### src/rtl/btlv_pkg.sv
// shared types and constants for the ber-tlv stream parser
package btlv_pkg;

  localparam int unsigned MaxTagBytes    = 4;
  localparam int unsigned MaxLengthBytes = 2;

  typedef enum logic [2:0] {
    PH_TAG_FIRST = 3'd0,
    PH_TAG_MORE  = 3'd1,
    PH_LEN_FIRST = 3'd2,
    PH_LEN_MORE  = 3'd3,
    PH_VALUE     = 3'd4,
    PH_ERR_TAG   = 3'd5,
    PH_ERR_LEN   = 3'd6
  } phase_e;

  typedef enum logic [1:0] {
    CLS_TAG     = 2'd0,
    CLS_LENGTH  = 2'd1,
    CLS_VALUE   = 2'd2,
    CLS_IGNORED = 2'd3
  } byte_class_e;

  typedef enum logic [1:0] {
    ERR_NONE     = 2'd0,
    ERR_TAG_LONG = 2'd1,
    ERR_LEN_FORM = 2'd2
  } error_code_e;

  typedef struct packed {
    phase_e      phase;
    logic [31:0] tag_accum;
    logic [2:0]  tag_count;
    logic [15:0] length_accum;
    logic [1:0]  len_left;
    logic [15:0] value_pos;
    logic [2:0]  header_count;
  } parse_state_t;

  typedef struct packed {
    byte_class_e byte_class;
    logic [31:0] tag_word;
    logic [2:0]  tag_byte_count;
    logic [15:0] decoded_len;
    logic [7:0]  value_out;
    logic [15:0] value_index;
    logic [2:0]  header_length;
    logic        item_done;
    error_code_e error_code;
  } parse_result_t;

endpackage

### src/rtl/btlv_step.sv
// next parser state and result for one stream byte
module btlv_step (
  input  btlv_pkg::parse_state_t  state_i,
  input  logic [7:0]              data_byte_i,
  input  logic                    frame_start_i,
  output btlv_pkg::parse_state_t  state_o,
  output btlv_pkg::parse_result_t result_o
);
  import btlv_pkg::*;

  always_comb begin
    parse_state_t s;
    byte_class_e  cls;
    error_code_e  err;
    logic [7:0]   vout;
    logic [15:0]  vidx;
    logic         done;
    logic [6:0]   n;
    logic         fin;

    s    = state_i;
    cls  = CLS_TAG;
    err  = ERR_NONE;
    vout = 8'd0;
    vidx = 16'd0;
    done = 1'b0;
    n    = data_byte_i[6:0];
    fin  = 1'b0;

    if (frame_start_i) begin
      s.phase = PH_TAG_FIRST;
    end

    unique case (s.phase)
      PH_TAG_FIRST: begin
        cls            = CLS_TAG;
        s.tag_accum    = {24'd0, data_byte_i};
        s.tag_count    = 3'd1;
        s.header_count = 3'd1;
        s.length_accum = 16'd0;
        s.len_left     = 2'd0;
        s.value_pos    = 16'd0;
        s.phase        = (data_byte_i[4:0] == 5'h1f) ? PH_TAG_MORE : PH_LEN_FIRST;
      end
      PH_TAG_MORE: begin
        cls = CLS_TAG;
        if (s.tag_count >= 3'(MaxTagBytes)) begin
          err     = ERR_TAG_LONG;
          s.phase = PH_ERR_TAG;
        end else begin
          s.tag_accum    = {s.tag_accum[23:0], data_byte_i};
          s.tag_count    = s.tag_count + 3'd1;
          s.header_count = s.header_count + 3'd1;
          if (!data_byte_i[7]) begin
            s.phase = PH_LEN_FIRST;
          end
        end
      end
      PH_LEN_FIRST: begin
        cls = CLS_LENGTH;
        if (data_byte_i[7]) begin
          if (n == 7'd0 || n > 7'(MaxLengthBytes)) begin
            err     = ERR_LEN_FORM;
            s.phase = PH_ERR_LEN;
          end else begin
            s.header_count = s.header_count + 3'd1;
            s.length_accum = 16'd0;
            s.len_left     = n[1:0];
            s.phase        = PH_LEN_MORE;
          end
        end else begin
          s.header_count = s.header_count + 3'd1;
          s.length_accum = {8'd0, data_byte_i};
          fin            = 1'b1;
        end
      end
      PH_LEN_MORE: begin
        cls            = CLS_LENGTH;
        s.header_count = s.header_count + 3'd1;
        s.length_accum = {s.length_accum[7:0], data_byte_i};
        if (s.len_left != 2'd0) begin
          s.len_left = s.len_left - 2'd1;
        end
        fin = (s.len_left == 2'd0);
      end
      PH_VALUE: begin
        cls         = CLS_VALUE;
        vout        = data_byte_i;
        vidx        = s.value_pos;
        s.value_pos = s.value_pos + 16'd1;
        // end of value field, or index wrapped
        if (s.value_pos == s.length_accum || s.value_pos == 16'd0) begin
          done    = 1'b1;
          s.phase = PH_TAG_FIRST;
        end
      end
      PH_ERR_TAG: begin
        cls = CLS_IGNORED;
        err = ERR_TAG_LONG;
      end
      default: begin
        s.phase = PH_ERR_LEN;
        cls     = CLS_IGNORED;
        err     = ERR_LEN_FORM;
      end
    endcase

    // length field complete: zero length ends the item here
    if (fin) begin
      if (s.length_accum == 16'd0) begin
        done    = 1'b1;
        s.phase = PH_TAG_FIRST;
      end else begin
        s.value_pos = 16'd0;
        s.phase     = PH_VALUE;
      end
    end

    state_o                 = s;
    result_o.byte_class     = cls;
    result_o.tag_word       = s.tag_accum;
    result_o.tag_byte_count = s.tag_count;
    result_o.decoded_len    = s.length_accum;
    result_o.value_out      = vout;
    result_o.value_index    = vidx;
    result_o.header_length  = s.header_count;
    result_o.item_done      = done;
    result_o.error_code     = err;
  end

endmodule

### src/rtl/ber_tlv_stream_parser_core.sv
// ber-tlv stream parser top level: input register, parse step, result register
// an accepted request is held in the input register, then its result in the result register
// throughput: one byte per cycle while results are drained; parser state feeds back through one step of logic
// the input register advances whenever the result register is empty or being drained
// reset (async, active low) empties both registers and returns the parser to expect
// a first tag byte with all accumulators cleared
module ber_tlv_stream_parser_core (
  input  logic        clk_i,
  input  logic        rst_ni,
  // input request channel
  input  logic        in_valid_i,
  output logic        in_ready_o,
  input  logic [7:0]  data_byte_i,
  input  logic        frame_start_i,
  // result request channel
  output logic        out_valid_o,
  input  logic        out_ready_i,
  output logic [1:0]  byte_class_o,
  output logic [31:0] tag_word_o,
  output logic [2:0]  tag_byte_count_o,
  output logic [15:0] decoded_len_o,
  output logic [7:0]  value_out_o,
  output logic [15:0] value_index_o,
  output logic [2:0]  header_length_o,
  output logic        item_done_o,
  output logic [1:0]  error_code_o
);
  import btlv_pkg::*;

  // input register
  logic       in_valid_q, in_valid_d;
  logic [7:0] in_byte_q;
  logic       in_start_q;

  // parser state
  parse_state_t state_q, state_d;

  // result register
  logic          out_valid_q, out_valid_d;
  parse_result_t res_q, res_d;

  logic out_space;
  logic advance;
  logic take_in;

  // result slot free now or freed this cycle
  assign out_space  = !out_valid_q || out_ready_i;
  // registered byte moves through the parse step
  assign advance    = in_valid_q && out_space;
  assign in_ready_o = !in_valid_q || advance;
  assign take_in    = in_valid_i && in_ready_o;

  btlv_step u_step (
    .state_i       (state_q),
    .data_byte_i   (in_byte_q),
    .frame_start_i (in_start_q),
    .state_o       (state_d),
    .result_o      (res_d)
  );

  always_comb begin
    in_valid_d = in_valid_q;
    if (take_in) begin
      in_valid_d = 1'b1;
    end else if (advance) begin
      in_valid_d = 1'b0;
    end

    out_valid_d = out_valid_q;
    if (advance) begin
      out_valid_d = 1'b1;
    end else if (out_ready_i) begin
      out_valid_d = 1'b0;
    end
  end

  // control and parser state
  always_ff @(posedge clk_i or negedge rst_ni) begin
    if (!rst_ni) begin
      in_valid_q             <= 1'b0;
      out_valid_q            <= 1'b0;
      state_q.phase          <= PH_TAG_FIRST;
      state_q.tag_accum      <= 32'd0;
      state_q.tag_count      <= 3'd0;
      state_q.length_accum   <= 16'd0;
      state_q.len_left       <= 2'd0;
      state_q.value_pos      <= 16'd0;
      state_q.header_count   <= 3'd0;
    end else begin
      in_valid_q  <= in_valid_d;
      out_valid_q <= out_valid_d;
      if (advance) begin
        state_q <= state_d;
      end
    end
  end

  // payload registers, no reset needed
  always_ff @(posedge clk_i) begin
    if (take_in) begin
      in_byte_q  <= data_byte_i;
      in_start_q <= frame_start_i;
    end
    if (advance) begin
      res_q <= res_d;
    end
  end

  assign out_valid_o      = out_valid_q;
  assign byte_class_o     = res_q.byte_class;
  assign tag_word_o       = res_q.tag_word;
  assign tag_byte_count_o = res_q.tag_byte_count;
  assign decoded_len_o    = res_q.decoded_len;
  assign value_out_o      = res_q.value_out;
  assign value_index_o    = res_q.value_index;
  assign header_length_o  = res_q.header_length;
  assign item_done_o      = res_q.item_done;
  assign error_code_o     = res_q.error_code;

endmodule
### config.mk
export PLATFORM = sky130hd
export DESIGN_NAME = ber_tlv_stream_parser_core
export DESIGN_NICKNAME = d
export VERILOG_FILES = /design/src/rtl/btlv_pkg.sv /design/src/rtl/btlv_step.sv /design/src/rtl/ber_tlv_stream_parser_core.sv
export SDC_FILE = /design/constraint.sdc
export NUM_CORES = 1
export LEC_CHECK = 0
export ABC_AREA = 1
export BUFFER_PORTS_ARGS = -buffer_cell sky130_fd_sc_hd__buf_2
export CORE_MARGIN = 3
export CORE_UTILIZATION = 52
export DETAILED_ROUTE_END_ITERATION = 10
export PLACE_DENSITY = 0.73
export SYNTH_ARGS = -nofsm -noshare
export SYNTH_HDL_FRONTEND = slang
export SYNTH_SLANG_ARGS = --single-unit
### constraint.sdc
create_clock -name clk_i -period 4.7 [get_ports clk_i]
set_input_delay 0.47 -clock clk_i [delete_from_list [all_inputs] [get_ports clk_i]]
set_output_delay 0.47 -clock clk_i [all_outputs]
set_load 0.005 [all_outputs]
### After elaboration in Yosys (flattened, before gate mapping)

Cells that the tools add are included.

| storage, ports and cells | value |
|---|---|
| flip-flop bits (word level) | 169 |
| input bits | 13 |
| output and inout bits | 85 |
| word-level logic and storage cells | 97 |

| cells by class | value |
|---|---|
| add/subtract/negate cells | 4 |
| $lt $le $gt $ge | 2 |
| eq/ne operators | 9 |
| mux-type cells | 40 |
| reduce and logical (&&, ||, !) cells | 22 |

Operators with widths:

| kind | number |
|---|---|
| 35-bit case mux with 2 select lines | 1 |
| 18-bit case mux with 3 select lines | 1 |
| 16-bit 2-to-1 mux | 3 |
| 35-bit 2-to-1 mux | 1 |
| 3-bit 2-to-1 mux | 11 |
| 16-bit zero test | 2 |
| 16-bit case mux with 2 select lines | 1 |
| 18-bit 2-to-1 mux | 1 |
| 16-bit by 1-bit adder with 16-bit output, second input constant | 1 |
| 16-bit equality test | 1 |
| 3-bit case mux with 5 select lines | 1 |
| 2-bit 2-to-1 mux | 6 |
| 3-bit case mux with 4 select lines | 1 |
| 1-bit 2-to-1 mux | 10 |
| 2-bit case mux with 4 select lines | 1 |
| 7-bit by 2-bit greater-than comparator with 1-bit output, second input constant | 1 |
| 7-bit zero test | 1 |
| 3-bit by 1-bit adder with 3-bit output, second input constant | 2 |
| 3-bit by 2-bit equality test with 1-bit output, second input constant | 2 |
| 3-bit equality test, second input constant | 2 |
| 2-bit case mux with 3 select lines | 1 |
| 2-bit nonzero test | 3 |
| 2-bit OR reduction | 3 |
| 5-bit equality test, second input constant | 1 |
| other kinds (13) | 19 |

### Depth between registers and ports, before layout

| logic depth | value |
|---|---|
| depth after elaboration | 8 |
| gate-level depth with buffers | 17 |
| mapped depth without buffers | 16 |

### By module

Synthesis repeated with hierarchy kept, for this count alone.

| second synthesis, totals | value |
|---|---|
| cells, all modules | 995 |
| area, all modules | 8784.7 um2 |

Modules (own cells, without submodules):

| module | times used | cells each | area an instance (um2) | sequential area each (um2) |
|---|---|---|---|---|
| ber_tlv_stream_parser_core | 1 | 428 | 5833.1 | 4689.5 |
| btlv_step | 1 | 567 | 2951.6 | 0.0 |

### Worst setup path after synthesis

OpenSTA, ideal clock, no wires.

| timing path | value |
|---|---|
| kind | input -> register |
| start | input out_ready_i |
| end | register res_q, in the netlist byte_class_o[0] (enable) |
| setup time | 0.479 ns |
| arrival | 3.446 ns |
| data required time | 4.221 ns |
| slack | 0.775 ns |
| stages | 6 |
| path through | inv_1 nand2_1 nand2_1 inv_1 clkbuf_1 clkbuf_1 |

| on the way | value |
|---|---|
| cells in the longest elaborated chain, start to end | 2 |

RTL lines:

| what | line | source |
|---|---|---|
| from (decl) | ber_tlv_stream_parser_core.sv:17 | `input logic out_ready_i,` |
| 1-bit logical OR | ber_tlv_stream_parser_core.sv:47 | `assign out_space = !out_valid_q \|\| out_ready_i;` |
| 1-bit logical AND | ber_tlv_stream_parser_core.sv:49 | `assign advance = in_valid_q && out_space;` |
| named net advance | ber_tlv_stream_parser_core.sv:43 | `logic advance;` |
| to (signal assigned) | ber_tlv_stream_parser_core.sv:105 | `res_q <= res_d;` |
| to (decl) | ber_tlv_stream_parser_core.sv:40 | `parse_result_t res_q, res_d;` |

The timed path passes the listed nets, and every way through them passes these cells.
A chain may end at the register's enable or synchronous reset.

==> impl_metrics.json <==
{
  "status": "finished, final reports clean",
  "cts_buffers": 17,
  "r2r_end": "state_q[46]$_DFFE_PN0P_",
  "insertion_delay_ps": 440,
  "grt_max_degree": 147,
  "reg2reg_slack_ps": 1690,
  "antenna_found_initial": 0,
  "syn_area_sq_um": 7730,
  "vias_per_cell": 5.49,
  "final_cell_mix": "nand2_1, buf_2, edfxtp_1",
  "critPathMaxFanout": 41,
  "rr_worst_depth": 10,
  "syn-num-nets": 831,
  "design_area_sq_um": 8950,
  "synthCells": 814,
  "arrival_ps": 3290,
  "leakage_nw": 3.85,
  "ir_worst_vdd_mv": 0.276,
  "post_cts_buffers": 0,
  "dp.cells": 1062,
  "routed-wl-met2_um": 8040,
  "portBuffers": 97,
  "antenna_cells": 0,
  "setup_tns_ps": 0,
  "die_h_um": 128,
  "clk_pin_slew_ps": 60,
  "fin_crit_sh": 0.641,
  "synthToLayoutAreaGrowth_pct": 15.7,
  "layout_commonest_cell": "nand2_1",
  "rows": 43,
  "placed_area_sq_um": 8320,
  "clk_path_buf_depth": 2,
  "rsz0062_at_grt": "false",
  "dr.pass1.iters": 6,
  "pre_cts_ws_ps": 1760,
  "htree_levels": 4,
  "hold_start": "data_byte_i[6]",
  "wl_met3_um": 1140,
  "fp.dieArea_sq_um": 16400,
  "routedWlPerCell_um": 15.9,
  "setup_viol": 0,
  "critPathLaunch": "state_q[72]$_DFFE_PN0P_",
  "endpoint_kind": "flop",
  "io_pins": 98,
  "crit_path_start_kind": "flop",
  "drtAntennaViolNets": 0,
  "fp.dieW_um": 128,
  "dp_hpwl_um": 11500,
  "drc": 0,
  "drive_gt1_frac": 0.184,
  "final.setup.worst_slack_ps": 1690,
  "min_delay_path_depth": 1,
  "met1_length_um": 7970,
  "drt_iter0_markers": 630,
  "vias": 6005,
  "coreArea_sq_um": 14200,
  "fmaxAchievable_mhz": 332,
  "hold_class": "in2reg",
  "grt_pass1_wl_um": 28700,
  "max_slew_margin": 0.297,
  "ys_ff_latch": 169,
  "cts_hold_buf": 0,
  "grtUsageTotal": 0.223,
  "crit_required_ps": 4980,
  "synth.distinct_cells": 38,
  "highest_layer": "met4",
  "finalPower_mw": 4.45,
  "syn_avg_cell_area_sq_um": 9.50,
  "period_minus_slack_ps": 3010,
  "ys_seq_area_frac": 0.606,
  "rr_startpoint": "state_q[72]$_DFFE_PN0P_",
  "nNetsFinal": 918,
  "p_per_area_nw_per_um2": 497,
  "hold_viol": 0,
  "cts_resized": 0,
  "grt_pass1_vias": 5724,
  "cts.sinks": 169,
  "wirelength_um": 17400,
  "yosys_warnings": 0,
  "gp_congestion": 0.896,
  "start_util": 0.544,
  "tightest_slew_ps": 1050,
  "instances_no_fill": 1094,
  "cts_tree": "built",
  "cts-root-buf": "clkbuf_16",
  "hold-path-endpoint": "in_byte_q[6]$_DFFE_PP_",
  "nFillCells": 1193,
  "fin_skew_ps": 9.92,
  "crit_type": "reg2reg",
  "max_cap_viol_count": 0,
  "maxSlewViolCount": 0,
  "overflow": 0
}
## layout make-up
| type | instances | area (sq um) | share of cell area |
|---|---|---|---|
| clock buffer | 17 | 425 | 0.0475 |
| clock inverter | 15 | 198 | 0.0221 |
| inverter | 89 | 339 | 0.0379 |
| multi-input combinational | 526 | 2560 | 0.286 |
| sequential | 169 | 4690 | 0.524 |
| tap | 180 | 225 | 0.0252 |
| timing repair buffer | 98 | 508 | 0.0568 |
## critical path: stages, from the launching register on
cell and delay, ps:
dfrtp_1 410, inv_2 90, nor2_2 50, nor2_2 630, inv_1 140, nor2_1 290, inv_1 160, nand2_2 620
o21ai_0 260, nand2_1 100, o21ai_0 90
## stage by stage
stage	utilization	hold WS (ps)
6_report	0.630	205
3_3_place_gp	0.586	514
4_1_cts	0.630	192
2_1_floorplan	-	174
3_5_place_dp	0.586	514
5_1_grt	0.630	188
## how the worst max path moves through the flow
stage | end | slack, ps | depth (start not counted)
global route | state_q[46]$_DFFE_PN0P_ | 1390 | 10
global placement | state_q[71]$_DFFE_PN0P_ | 1770 | 10
floorplan | byte_class_o[0]$_DFFE_PP_ | 770 | 6
detailed placement | state_q[41]$_DFFE_PN0P_ | 1760 | 10
CTS | state_q[46]$_DFFE_PN0P_ | 1730 | 10
finish | state_q[46]$_DFFE_PN0P_ | 1690 | 10
## cell usage after synthesis
cell,n,share of area
dlygate4sd1_1,1,0.0011
o21ai_0,77,0.050
buf_2,6,0.0039
nand3b_1,6,0.0058
and2_1,1,0.00081
nand2_8,1,0.0026
nor3_1,8,0.0052
nand3_1,50,0.032
xor2_1,3,0.0034
nand2_2,19,0.015
nand4_1,13,0.011
buf_4,1,0.00097
inv_2,8,0.0039
a21oi_2,1,0.0011
a22oi_1,1,0.00097
buf_1,4,0.0019
o22ai_1,39,0.032
nor2_2,6,0.0049
xnor2_1,3,0.0034
o2111ai_1,1,0.0011
inv_1,81,0.039
nand2_4,1,0.0015
a21oi_1,4,0.0026
clkbuf_1,15,0.0073
dfrtp_1,77,0.25
o221ai_1,1,0.0011
nor2_4,2,0.0029
o21ai_1,3,0.0019
edfxtp_1,92,0.36
xnor3_1,1,0.0029
a31oi_1,8,0.0065
buf_6,2,0.0029
clkbuf_4,1,0.00097
nand3_4,2,0.0045
nand2_1,195,0.095
o21bai_1,1,0.00097
nor2_1,75,0.036
ha_1,4,0.0065
## metal layers
layer  vias to the layer above  track usage
li1                       2915            -
met1                      2849        0.313
met2                       211        0.347
met3                        30       0.0554
met4                         0       0.0699
met5                         -            0
## report_power, final
group	total, mW	switching [mW]	internal, mW
sequential	1.98	0.138	1.84
combinational	0.992	0.688	0.304
clock	1.48	0.589	0.891
## cell families (layout without fill, tap and decap cells)
logic type	count (synthesis)	in the layout	synth area share
buffers and inverters	119	219	0.0623
and+or+nand+nor	379	379	0.217
xor gates and xnor gates	7	7	0.00971
DFF	169	169	0.606
AOI/OAI and AO/OA	136	136	0.0977
adders and majority gates	4	4	0.00647
## sequential cells by signal, summed over array words and instances (netlist names)
register,cells
in_byte_q,8
state_q,75
value_out_o,8
byte_class_o,2
decoded_len_o,16
out_valid_o,1
header_length_o,3
error_code_o,2
tag_byte_count_o,3
in_valid_q,1
tag_word_o,32
value_index_o,16
item_done_o,1
in_start_q,1
Note: power is estimated with default switching activity, not from simulation.
